File: config.mk
export PLATFORM = sky130hd
export DESIGN_NAME = tilt_rotation_filter_core
export DESIGN_NICKNAME = d
export VERILOG_FILES = /design/src/sv/trf_pkg.sv /design/src/sv/trf_ram.sv /design/src/sv/trf_ctrl.sv /design/src/sv/trf_dp.sv /design/src/sv/tilt_rotation_filter_core.sv
export SDC_FILE = /design/constraint.sdc
export NUM_CORES = 2
export LEC_CHECK = 0
export ABC_AREA = 0
export BUFFER_PORTS_ARGS = -buffer_cell sky130_fd_sc_hd__buf_2
export CORE_ASPECT_RATIO = 1.75
export CORE_UTILIZATION = 25
export DETAILED_ROUTE_END_ITERATION = 16
export GPL_TIMING_DRIVEN = 0
export PLACE_DENSITY_LB_ADDON = 0.12
export REMOVE_ABC_BUFFERS = 1
export SLEW_MARGIN = 5
export SYNTH_ARGS = -nofsm -noshare
export SYNTH_HDL_FRONTEND = slang
export SYNTH_SLANG_ARGS = --single-unit
File: constraint.sdc
create_clock -name i_clk -period 33.5 [get_ports i_clk]
set_input_delay 1.675 -clock i_clk [delete_from_list [all_inputs] [get_ports i_clk]]
set_output_delay 1.675 -clock i_clk [all_outputs]
set_load 0.1 [all_outputs]
File: src/sv/trf_pkg.sv
//------------------------------------------------------------------------------
// trf_pkg
// Shared types, constants and tables for the tilt rotation filter.
//------------------------------------------------------------------------------
package trf_pkg;

    localparam int WINDOW_DEF       = 16;
    localparam int CORDIC_STEPS_DEF = 16;
    localparam int ATAN_LEN         = 24;
    localparam int CFG_IDX_W        = 3;
    localparam int GYRO_DIV         = 1025;

    localparam logic [CFG_IDX_W-1:0] REG_ABOUT_AXIS   = 3'd0;
    localparam logic [CFG_IDX_W-1:0] REG_AXIS1_OFFSET = 3'd1;
    localparam logic [CFG_IDX_W-1:0] REG_AXIS2_OFFSET = 3'd2;
    localparam logic [CFG_IDX_W-1:0] REG_AXIS1_LIMIT  = 3'd3;
    localparam logic [CFG_IDX_W-1:0] REG_AXIS2_LIMIT  = 3'd4;
    localparam logic [CFG_IDX_W-1:0] REG_GYRO_OFFSET  = 3'd5;
    localparam logic [CFG_IDX_W-1:0] REG_ANGLE_THRESH = 3'd6;

    localparam logic [1:0] SRC_ACCEL = 2'd0;
    localparam logic [1:0] SRC_GYRO  = 2'd1;
    localparam logic [1:0] SRC_HOLD  = 2'd2;

    localparam logic [1:0] AXIS_X = 2'd0;
    localparam logic [1:0] AXIS_Y = 2'd1;
    localparam logic [1:0] AXIS_Z = 2'd2;

    // Controller to datapath commands
    typedef struct packed {
        logic load;      // capture sample, read window slot
        logic fill;      // first sample: load sums and start fill sweep
        logic update;    // update sums with read-back slot
        logic decide;    // evaluate range tests, set up cordic
        logic iter;      // one cordic micro-rotation
        logic gyro_mul;  // register gyro product
        logic gyro_div;  // one reduction pass of gyro divide
        logic finish;    // write angle and result
    } t_cmd;

    typedef struct packed {
        logic        in1;      // axis1 within limits
        logic        in2;      // axis2 within limits
        logic        fill_done;
        logic        iter_done;
        logic        div_done;
    } t_sts;

    // atan(2^-i) in 1/4096 degree, rounded to nearest
    function automatic logic [17:0] atan_lut(input logic [4:0] i);
        logic [17:0] v;
        case (i)
            5'd0:  v = 18'd184320;
            5'd1:  v = 18'd108810;
            5'd2:  v = 18'd57492;
            5'd3:  v = 18'd29184;
            5'd4:  v = 18'd14649;
            5'd5:  v = 18'd7331;
            5'd6:  v = 18'd3667;
            5'd7:  v = 18'd1833;
            5'd8:  v = 18'd917;
            5'd9:  v = 18'd458;
            5'd10: v = 18'd229;
            5'd11: v = 18'd115;
            5'd12: v = 18'd57;
            5'd13: v = 18'd29;
            5'd14: v = 18'd14;
            5'd15: v = 18'd7;
            5'd16: v = 18'd4;
            5'd17: v = 18'd2;
            5'd18: v = 18'd1;
            default: v = 18'd0;
        endcase
        return v;
    endfunction

endpackage

File: src/sv/trf_ram.sv
//------------------------------------------------------------------------------
// trf_ram
// Generic single-port-write, single-port-read RAM with registered read.
//------------------------------------------------------------------------------
module trf_ram #(
    parameter int WIDTH = 16,
    parameter int DEPTH = 16
) (
    input  logic                     i_clk,
    input  logic                     i_we,
    input  logic [$clog2(DEPTH)-1:0] i_waddr,
    input  logic [WIDTH-1:0]         i_wdata,
    input  logic [$clog2(DEPTH)-1:0] i_raddr,
    output logic [WIDTH-1:0]         o_rdata
);
    logic [WIDTH-1:0] r_mem [DEPTH];

    always_ff @(posedge i_clk) begin
        if (i_we) begin
            r_mem[i_waddr] <= i_wdata;
        end
        o_rdata <= r_mem[i_raddr];
    end
endmodule

File: src/sv/trf_ctrl.sv
//------------------------------------------------------------------------------
// trf_ctrl
// Sequencer: issues load, window fill or update, decision, cordic, gyro and finish steps.
//------------------------------------------------------------------------------
module trf_ctrl
    import trf_pkg::*;
(
    input  logic i_clk,
    input  logic i_rst_n,
    input  logic i_in_acc,
    input  logic i_out_free,
    input  t_sts i_sts,
    output logic o_busy,
    output t_cmd o_cmd
);
    typedef enum logic [2:0] {
        S_IDLE, S_READ, S_UPD, S_FILL, S_DEC, S_CORD, S_GMUL, S_GDIV
    } t_state;

    t_state r_state, n_state;
    logic   r_first, n_first;
    logic   r_fin_pending, n_fin_pending;

    always_comb begin
        n_state       = r_state;
        n_first       = r_first;
        n_fin_pending = 1'b0;
        o_cmd         = '0;
        case (r_state)
            S_IDLE: begin
                if (i_in_acc) begin
                    o_cmd.load = 1'b1;
                    n_state    = S_READ;
                end
            end
            S_READ: begin
                if (r_first) begin
                    o_cmd.fill = 1'b1;
                    n_first    = 1'b0;
                    n_state    = S_FILL;
                end else begin
                    n_state = S_UPD;
                end
            end
            S_UPD: begin
                o_cmd.update = 1'b1;
                n_state      = S_DEC;
            end
            S_FILL: begin
                if (i_sts.fill_done) begin
                    n_state = S_DEC;
                end
            end
            S_DEC: begin
                o_cmd.decide = 1'b1;
                if (!i_sts.in1) begin
                    n_state = S_GMUL;
                end else if (i_sts.in2) begin
                    n_state = S_CORD;
                end else begin
                    n_fin_pending = 1'b1;
                    n_state       = S_IDLE;
                end
            end
            S_CORD: begin
                o_cmd.iter = 1'b1;
                if (i_sts.iter_done) begin
                    n_fin_pending = 1'b1;
                    n_state       = S_IDLE;
                end
            end
            S_GMUL: begin
                o_cmd.gyro_mul = 1'b1;
                n_state        = S_GDIV;
            end
            S_GDIV: begin
                o_cmd.gyro_div = 1'b1;
                if (i_sts.div_done) begin
                    n_fin_pending = 1'b1;
                    n_state       = S_IDLE;
                end
            end
            default: n_state = S_IDLE;
        endcase
        o_cmd.finish = r_fin_pending;
    end

    // Idle only accepts when output register is free and no finish pending
    assign o_busy = (r_state != S_IDLE) || r_fin_pending || !i_out_free;

    always_ff @(posedge i_clk) begin
        if (!i_rst_n) begin
            r_state       <= S_IDLE;
            r_first       <= 1'b1;
            r_fin_pending <= 1'b0;
        end else begin
            r_state       <= n_state;
            r_first       <= n_first;
            r_fin_pending <= n_fin_pending;
        end
    end
endmodule

File: src/sv/trf_dp.sv
//------------------------------------------------------------------------------
// trf_dp
// Datapath: window RAMs with running sums, range test, iterative cordic
// atan2 and shift-and-subtract gyro integration divide.
//------------------------------------------------------------------------------
module trf_dp
    import trf_pkg::*;
#(
    parameter int WINDOW       = WINDOW_DEF,
    parameter int CORDIC_STEPS = CORDIC_STEPS_DEF
) (
    input  logic                 i_clk,
    input  logic                 i_rst_n,
    input  t_cmd                 i_cmd,
    output t_sts                 o_sts,
    input  logic [1:0]           i_about_axis,
    input  logic signed [15:0]   i_axis1_offset,
    input  logic signed [15:0]   i_axis2_offset,
    input  logic [14:0]          i_axis1_limit,
    input  logic [14:0]          i_axis2_limit,
    input  logic signed [15:0]   i_gyro_offset,
    input  logic signed [12:0]   i_angle_threshold,
    input  logic signed [15:0]   i_accel_x,
    input  logic signed [15:0]   i_accel_y,
    input  logic signed [15:0]   i_accel_z,
    input  logic signed [15:0]   i_gyro_rate,
    input  logic [15:0]          i_elapsed_ms,
    output logic signed [15:0]   o_angle,
    output logic                 o_below_thresh,
    output logic [1:0]           o_source
);
    localparam int AW   = (WINDOW > 1) ? $clog2(WINDOW) : 1;
    localparam int SW   = 16 + $clog2(WINDOW) + 1;   // sum width
    localparam int AV   = SW + 2;                    // corrected sum width
    localparam int CW   = AV + 3;                    // cordic x/y width
    localparam int ZW   = 22;                        // angle accumulator
    localparam int SC_W = $clog2(CORDIC_STEPS + 1);
    localparam int PW   = 34;                        // gyro product width
    localparam int RW   = PW + 1;                    // signed remainder width
    localparam int QW   = 25;                        // signed quotient width
    localparam int DIV_PASSES = 4;

    // Sample capture
    logic signed [15:0] r_v1, r_v2, r_gyro;
    logic [15:0]        r_ms;
    logic signed [15:0] n_v1, n_v2;

    always_comb begin
        case (i_about_axis)
            AXIS_Y: begin n_v1 = i_accel_x; n_v2 = i_accel_z; end
            AXIS_Z: begin n_v1 = i_accel_x; n_v2 = i_accel_y; end
            default: begin n_v1 = i_accel_y; n_v2 = i_accel_z; end
        endcase
    end

    // Window storage
    logic [AW-1:0]      r_slot, r_fill_addr;
    logic               r_filling;
    logic [15:0]        w_old1, w_old2;
    logic               w_we;
    logic [AW-1:0]      w_waddr;

    assign w_we    = r_filling || i_cmd.update;
    assign w_waddr = r_filling ? r_fill_addr : r_slot;

    trf_ram #(.WIDTH(16), .DEPTH(WINDOW)) u_ram1 (
        .i_clk(i_clk), .i_we(w_we), .i_waddr(w_waddr), .i_wdata(r_v1),
        .i_raddr(r_slot), .o_rdata(w_old1));
    trf_ram #(.WIDTH(16), .DEPTH(WINDOW)) u_ram2 (
        .i_clk(i_clk), .i_we(w_we), .i_waddr(w_waddr), .i_wdata(r_v2),
        .i_raddr(r_slot), .o_rdata(w_old2));

    logic signed [SW-1:0] r_sum1, r_sum2;

    assign o_sts.fill_done = r_filling && (r_fill_addr == AW'(WINDOW - 1));

    always_ff @(posedge i_clk) begin
        if (!i_rst_n) begin
            r_slot      <= '0;
            r_fill_addr <= '0;
            r_filling   <= 1'b0;
            r_sum1      <= '0;
            r_sum2      <= '0;
        end else begin
            if (i_cmd.fill) begin
                r_filling   <= 1'b1;
                r_fill_addr <= '0;
                r_sum1      <= SW'(r_v1) * SW'(WINDOW);
                r_sum2      <= SW'(r_v2) * SW'(WINDOW);
            end else if (r_filling) begin
                r_fill_addr <= r_fill_addr + 1'b1;
                if (o_sts.fill_done) begin
                    r_filling <= 1'b0;
                end
            end
            if (i_cmd.update) begin
                r_sum1 <= r_sum1 + SW'(r_v1) - SW'($signed(w_old1));
                r_sum2 <= r_sum2 + SW'(r_v2) - SW'($signed(w_old2));
                r_slot <= (r_slot == AW'(WINDOW - 1)) ? '0 : r_slot + 1'b1;
            end
        end
    end

    always_ff @(posedge i_clk) begin
        if (i_cmd.load) begin
            r_v1   <= n_v1;
            r_v2   <= n_v2;
            r_gyro <= i_gyro_rate;
            r_ms   <= i_elapsed_ms;
        end
    end

    // Range tests (offset*W, limit*W are constant multiplies)
    logic signed [AV-1:0] w_a1, w_a2, w_l1, w_l2;
    assign w_a1 = AV'(r_sum1) - (AV'(i_axis1_offset) * AV'(WINDOW));
    assign w_a2 = AV'(r_sum2) - (AV'(i_axis2_offset) * AV'(WINDOW));
    assign w_l1 = AV'({1'b0, i_axis1_limit}) * AV'(WINDOW);
    assign w_l2 = AV'({1'b0, i_axis2_limit}) * AV'(WINDOW);
    assign o_sts.in1 = (w_a1 >= -w_l1) && (w_a1 <= w_l1);
    assign o_sts.in2 = (w_a2 >= -w_l2) && (w_a2 <= w_l2);

    // CORDIC vectoring
    logic signed [CW-1:0] r_x, r_y;
    logic signed [ZW-1:0] r_z;
    logic [SC_W-1:0]      r_step;
    logic                 r_zero;
    logic signed [CW-1:0] w_xs, w_ys;
    logic signed [ZW-1:0] w_at;

    assign w_xs = r_x >>> r_step;
    assign w_ys = r_y >>> r_step;
    assign w_at = ZW'($signed({1'b0, atan_lut(5'(r_step))}));
    assign o_sts.iter_done = r_zero || (r_step == SC_W'(CORDIC_STEPS - 1));

    always_ff @(posedge i_clk) begin
        if (i_cmd.decide) begin
            r_step <= '0;
            r_zero <= (w_a1 == '0) && (w_a2 == '0);
            if (w_a2 < 0) begin
                r_x <= -CW'(w_a2);
                r_y <= -CW'(w_a1);
                r_z <= (w_a1 >= 0) ? ZW'(180 * 4096) : -ZW'(180 * 4096);
            end else begin
                r_x <= CW'(w_a2);
                r_y <= CW'(w_a1);
                r_z <= '0;
            end
        end else if (i_cmd.iter && !r_zero) begin
            r_step <= r_step + 1'b1;
            if (r_y > 0) begin
                r_x <= r_x + w_ys;
                r_y <= r_y - w_xs;
                r_z <= r_z + w_at;
            end else begin
                r_x <= r_x - w_ys;
                r_y <= r_y + w_xs;
                r_z <= r_z - w_at;
            end
        end
    end

    // z/256 rounded half away from zero; fits 16 bits already
    logic [ZW-1:0]        w_zmag;
    logic [ZW-1:0]        w_zq;
    logic signed [15:0]   w_cord_angle;
    assign w_zmag = r_z[ZW-1] ? ZW'(-r_z) : ZW'(r_z);
    assign w_zq   = (w_zmag + ZW'(128)) >> 8;
    assign w_cord_angle = r_zero ? 16'sd0
                        : (r_z[ZW-1] ? -$signed(w_zq[15:0]) : $signed(w_zq[15:0]));

    // Gyro: |d| rounded over 1025 = 2^10 + 1. Each pass takes t = rem/1024
    // (floor), adds t to the quotient and removes 1025*t from the remainder;
    // four passes leave the remainder in [0, 1024], so the quotient is exact.
    logic                 r_neg;
    logic signed [RW-1:0] r_rem;
    logic signed [QW-1:0] r_quo;
    logic [1:0]           r_qcnt;
    logic signed [16:0]   w_g;
    logic signed [PW-1:0] w_prod;
    logic signed [RW-1:0] w_t;

    assign w_g    = 17'(r_gyro) - 17'(i_gyro_offset);
    assign w_prod = PW'(w_g) * PW'($signed({1'b0, r_ms}));
    assign w_t    = r_rem >>> 10;
    assign o_sts.div_done = (r_qcnt == '0);

    always_ff @(posedge i_clk) begin
        if (i_cmd.gyro_mul) begin
            r_neg  <= w_prod[PW-1];
            r_rem  <= RW'(w_prod[PW-1] ? -w_prod : w_prod) + RW'(GYRO_DIV / 2);
            r_quo  <= '0;
            r_qcnt <= 2'(DIV_PASSES - 1);
        end else if (i_cmd.gyro_div) begin
            r_qcnt <= r_qcnt - 1'b1;
            r_rem  <= r_rem - (w_t <<< 10) - w_t;
            r_quo  <= r_quo + QW'(w_t);
        end
    end

    // Angle state and result registers
    logic signed [QW-1:0] w_gsum;
    logic signed [15:0]   w_gyro_angle;
    logic [1:0]           r_src_sel;
    assign w_gsum = QW'(o_angle) + (r_neg ? -r_quo : r_quo);
    assign w_gyro_angle = (w_gsum > QW'(32767)) ? 16'sh7FFF
                        : (w_gsum < -QW'(32768)) ? -16'sh8000 : w_gsum[15:0];

    always_ff @(posedge i_clk) begin
        if (!i_rst_n) begin
            o_angle   <= '0;
            r_src_sel <= SRC_HOLD;
        end else begin
            if (i_cmd.decide) begin
                r_src_sel <= !o_sts.in1 ? SRC_GYRO : (o_sts.in2 ? SRC_ACCEL : SRC_HOLD);
            end
            if (i_cmd.finish) begin
                if (r_src_sel == SRC_ACCEL) begin
                    o_angle <= w_cord_angle;
                end else if (r_src_sel == SRC_GYRO) begin
                    o_angle <= w_gyro_angle;
                end
            end
        end
    end

    assign o_source       = r_src_sel;
    assign o_below_thresh = (17'(o_angle) < 17'(i_angle_threshold));
endmodule

File: src/sv/tilt_rotation_filter_core.sv
//------------------------------------------------------------------------------
// tilt_rotation_filter_core
// Tilt angle from a sliding accelerometer average with gyro fallback.
//------------------------------------------------------------------------------
// Usage:
//   Slave stream (s_axis_*) takes one IMU sample per beat. Master stream
//   (m_axis_*) returns one result beat per sample: the angle in 1/16 degree,
//   the threshold class and the source of the angle (accel, gyro or held).
//   Configuration writes go over the cfg channel (index + data); always ready.
// Sequence from accept to result valid: load, window read and update,
//   decision, then the path step; finish writes the angle and the result
//   register captures it. Accel path: iterative CORDIC, one micro-rotation
//   per cycle; it stops without rotating when both averages are zero.
//   Gyro path: product, then four shift-and-subtract passes of the divide.
//   Held path: no path step. The first sample after reset does a window
//   fill, one RAM entry per cycle, in place of the window update.
// Throughput: one sample in flight at a time; the next is taken the cycle
//   after the result beat leaves.
// Reset: synchronous, active low; clears sums, angle and registers to their
//   defaults; the window RAM content is undefined until the first sample.
// Stall: a result waits in the output register while m_axis_tready is low;
//   the input is held off until that beat leaves.
//------------------------------------------------------------------------------
module tilt_rotation_filter_core
    import trf_pkg::*;
#(
    parameter int WINDOW       = WINDOW_DEF,
    parameter int CORDIC_STEPS = CORDIC_STEPS_DEF
) (
    input  logic        i_clk,
    input  logic        i_rst_n,
    input  logic        s_axis_tvalid,
    output logic        s_axis_tready,
    // accel_x[15:0], accel_y[31:16], accel_z[47:32], gyro_rate[63:48],
    // elapsed_ms[79:64]
    input  logic [79:0] s_axis_tdata,
    output logic        m_axis_tvalid,
    input  logic        m_axis_tready,
    // angle_sixteenths[15:0], below_thresh[16], angle_source[18:17], zero pad
    output logic [23:0] m_axis_tdata,
    input  logic        i_cfg_valid,
    output logic        o_cfg_ready,
    input  logic [CFG_IDX_W-1:0] i_cfg_index,
    input  logic [15:0] i_cfg_data
);
    // Config registers
    logic [1:0]         r_about_axis;
    logic signed [15:0] r_axis1_offset, r_axis2_offset, r_gyro_offset;
    logic [14:0]        r_axis1_limit, r_axis2_limit;
    logic signed [12:0] r_angle_threshold;

    assign o_cfg_ready = 1'b1;

    always_ff @(posedge i_clk) begin
        if (!i_rst_n) begin
            r_about_axis      <= '0;
            r_axis1_offset    <= '0;
            r_axis2_offset    <= '0;
            r_axis1_limit     <= 15'd16384;
            r_axis2_limit     <= 15'd16384;
            r_gyro_offset     <= '0;
            r_angle_threshold <= '0;
        end else if (i_cfg_valid) begin
            case (i_cfg_index)
                REG_ABOUT_AXIS:   r_about_axis      <= i_cfg_data[1:0];
                REG_AXIS1_OFFSET: r_axis1_offset    <= i_cfg_data;
                REG_AXIS2_OFFSET: r_axis2_offset    <= i_cfg_data;
                REG_AXIS1_LIMIT:  r_axis1_limit     <= i_cfg_data[14:0];
                REG_AXIS2_LIMIT:  r_axis2_limit     <= i_cfg_data[14:0];
                REG_GYRO_OFFSET:  r_gyro_offset     <= i_cfg_data;
                REG_ANGLE_THRESH: r_angle_threshold <= i_cfg_data[12:0];
                default: ;
            endcase
        end
    end

    // Handshake
    logic  w_busy, w_in_acc;
    t_cmd  w_cmd;
    t_sts  w_sts;
    logic signed [15:0] w_angle;
    logic  w_below;
    logic [1:0] w_src;
    logic  r_cap;

    assign s_axis_tready = !w_busy;
    assign w_in_acc      = s_axis_tvalid && s_axis_tready;

    // Hold off input while a result is being captured or still waits
    trf_ctrl u_ctrl (
        .i_clk(i_clk), .i_rst_n(i_rst_n), .i_in_acc(w_in_acc),
        .i_out_free(!m_axis_tvalid && !r_cap), .i_sts(w_sts), .o_busy(w_busy),
        .o_cmd(w_cmd));

    trf_dp #(.WINDOW(WINDOW), .CORDIC_STEPS(CORDIC_STEPS)) u_dp (
        .i_clk(i_clk), .i_rst_n(i_rst_n), .i_cmd(w_cmd), .o_sts(w_sts),
        .i_about_axis(r_about_axis),
        .i_axis1_offset(r_axis1_offset), .i_axis2_offset(r_axis2_offset),
        .i_axis1_limit(r_axis1_limit), .i_axis2_limit(r_axis2_limit),
        .i_gyro_offset(r_gyro_offset), .i_angle_threshold(r_angle_threshold),
        .i_accel_x(s_axis_tdata[15:0]), .i_accel_y(s_axis_tdata[31:16]),
        .i_accel_z(s_axis_tdata[47:32]), .i_gyro_rate(s_axis_tdata[63:48]),
        .i_elapsed_ms(s_axis_tdata[79:64]),
        .o_angle(w_angle), .o_below_thresh(w_below), .o_source(w_src));

    // Result register: capture on r_cap, a registered copy of finish, so angle is settled
    always_ff @(posedge i_clk) begin
        if (!i_rst_n) begin
            r_cap         <= 1'b0;
            m_axis_tvalid <= 1'b0;
        end else begin
            r_cap <= w_cmd.finish;
            if (r_cap) begin
                m_axis_tvalid <= 1'b1;
            end else if (m_axis_tready) begin
                m_axis_tvalid <= 1'b0;
            end
        end
    end

    always_ff @(posedge i_clk) begin
        if (r_cap) begin
            m_axis_tdata <= {5'd0, w_src, w_below, w_angle};
        end
    end
endmodule

==> results.tsv <==
stage	metric	value	unit
worst_hold_path	hold_class	flip-flop to flip-flop	
logic_synthesis	synth_warnings	0	
logic_synthesis	yosys.area_share.simple	13.0	%
critical_path	arrival	14960	ps
clock_tree	clock_latency	770	ps
sta	rsz0062_at_grt	no	
critical_path	cpMaxStageDelayCell	a2111oi_1	
floorplan	die_h	702	µm
routing	drtPass1Iterations	7	
clock_tree	root_buffer	clkbuf_16	
sta	setup_viol	0	
clock_tree	clk_pin_slew	60	ps
placement	place_area	0.0758	mm²
global_routing	gr-total-overflow	0	
logic_synthesis	synth_top_cell_by_area	edfxtp_1	
routing	routed_via_density	4.73	
clock_tree	cts-htree-levels	3	
routing	route.detailed.drc	0	
clock_tree	cts_tree	built	
logic_synthesis	synth_top_family_by_area	adder cells	
global_routing	antenna_found_initial	14	
clock_tree	cts_max_path_buffers	3	
logic_synthesis	netlist_top_cells_area	edfxtp_1, fa_1, ha_1, dfxtp_1, mux4_2	
logic_synthesis	synth-seq-cells	957	
clock_tree	post_cts.repair.setup_buffers	0	
finish	fillCellCount	28900	
logic_synthesis	synthAdderAreaFrac	17.5	%
logic_synthesis	synthXorXnorAreaFrac	5.84	%
finish	area_growth	13.3	%
logic_synthesis	async_reset_ff_share	0	%
job	cap_violations	0	
finish	final_cell_area	0.0794	mm²
critical_path	crit_required	33900	ps
global_routing	grt_max_degree	96	
logic_synthesis	yosysTopAreaCellShare	30.3	%
logic_synthesis	synth_most_common_cell	inv_1	
floorplan	dieWidth	402	µm
floorplan	rows	256	
critical_path	cp_max_fo	30	
global_routing	grt_use_total	15.6	%
routing	drtIter0Drc	2466	
clock_tree	cts_buffers	104	
routing	vias	50100	
clock_tree	ctsResizeCount	0	
logic_synthesis	synth.distinct_cells	107	
placement	port-buffer-count	124	
finish	nets	7779	
logic_synthesis	synth_ff_type	edfxtp_1	
sta	post-route-min-period	14560	ps
floorplan	io_pins	131	
sta	worstMarginPinSlew	1290	ps
critical_path	critical-path-max-stage-delay	850	ps
placement	dp_cells	10400	
sta	drv_slew	0	
placement	dpl.hpwl	168	mm
logic_synthesis	synthMuxAreaShare	8.02	%
clock_tree	postCtsHoldBufs	0	
logic_synthesis	synth_edf_count	706	
sta	slew-limit-headroom	13.7	%
clock_tree	cts_sinks	957	
global_routing	grt_pass1_wl	334	mm
sta	finClkSkew	101	ps
finish	finalNonFillerCells	10600	
sta	finalCritPeriodShare	43.5	%
critical_path	end_kind	flip-flop	
finish	final_util	28.5	%
routing	wl_per_cell	21.0	µm
critical_path	cp-start-kind	flip-flop	
finish	drive_gt1_share	10.9	%
sta	finalHoldViolCount	0	
critical_path	crit_type	flip-flop to flip-flop	
floorplan	die_area	0.282	mm²
logic_synthesis	synthCells	6862	
routing	finalWirelength	222	mm
logic_synthesis	synth_seq_area_share	37.4	%
logic_synthesis	synth_compound_area_share	12.4	%
global_routing	grt_pass1_vias	52100	
floorplan	initial_core_util	25.2	%
critical_path	cp_common_cell	fa_1	
logic_synthesis	synth.avg_cell_area	10.2	µm²
sta	fin_tns_setup	0	ps
logic_synthesis	synth_common_cells	inv_1, edfxtp_1, nand2_1	
routing	postRouteAntennaNets	0	
floorplan	core	0.278	mm²
placement	place_congestion	0.818	
sta	fmax	68.7	MHz
outcome	status	completed	
logic_synthesis	synth_area	0.0701	mm²
==> sequential cells by signal (all words and copies together) (netlist names), 22 cells and up <==
| register | flops |
|---|---|
| u_dp.u_ram1.r_mem | 256 |
| u_dp.u_ram2.r_mem | 256 |
| u_dp.r_rem | 35 |
| u_dp.r_x | 26 |
| u_dp.r_y | 26 |
| u_dp.r_quo | 25 |
| u_dp.r_z | 22 |
==> cell families after synthesis <==
group / count (synthesis)
xor gates and xnor gates: 467
adders and majority gates: 790
muxes: 293
AOI/OAI and AO/OA: 1375
and+or+nand+nor: 1896
buffers and inverters: 1082
DFF: 957
other: 2
==> critical path, delay by kind of cell, from the launching register on <==
kind,cells,cell delay [ps]
XOR/XNOR,1,160
adder cells (fa/ha/maj),9,4300
AND/OR/NAND/NOR,8,3010
buffers and inverters,7,1380
flip-flops,1,340
AO/OA/AOI/OAI,18,4570
multiplexers,1,400
==> cell usage in the layout (no fill, tap or decap), drive strengths merged, types with 22 or more instances in the layout <==
cell	count
mux2i	35
a21oi	445
mux2	48
nor4	44
nand4	34
nor2b	75
a211oi	43
dfxtp	251
o21a	75
a31oi	49
nand2	699
o21ai	326
ha	469
nand3b	22
clkinv	43
nand2b	62
xnor2	310
nor2	395
or3	54
and3	53
edfxtp	706
xor2	157
clkbuf	134
a21o	91
o211ai	38
inv	805
o21bai	40
nor3	114
nand3	95
buf	193
mux4	210
and2	150
o31ai	43
fa	320
a21boi	30
or2	38
==> metrics by stage <==
stage                     worst slack, ps  hold WS [ps]
after floorplan                     21730           436
after global placement              17750           442
after detailed placement            18850           447
after CTS                           18690           456
after global routing                17800           467
final                               18940           452
==> per-layer routing <==
metal / GRT usage, % / wire length, µm
met5: 0 / 61
met4: 4.72 / 6620
met3: 1.53 / 6280
met2: 30.2 / 120000
met1: 17.8 / 89200
==> worst paths after layout <==
check | endpoint | start | slack [ps] | cells past startpoint
min | r_axis2_offset[8] | r_axis2_offset[8] | 450 | 2
max | u_dp.r_rem[29] | u_dp.r_gyro[0] | 18940 | 44
min reg2reg | r_axis2_offset[8] | r_axis2_offset[8] | 450 | 2
max reg2reg | u_dp.r_rem[29] | u_dp.r_gyro[0] | 18940 | 44
==> cell type report <==
| cell class | count | area, µm² | share of cell area [%] |
|---|---|---|---|
| Inverter | 802 | 3020 | 3.80 |
| Multi-Input combinational cell | 4827 | 40000 | 50.4 |
| Clock inverter | 62 | 766 | 0.965 |
| Antenna cell | 6 | 15.0 | 0.0189 |
| Timing Repair Buffer | 194 | 1960 | 2.47 |
| Sequential cell | 957 | 26300 | 33.1 |
| Tap cell | 3612 | 4520 | 5.69 |
| Clock buffer | 134 | 2830 | 3.56 |
Power is not shown: default switching activity piles up to over one toggle a cycle in this logic, so the estimate is an artifact.
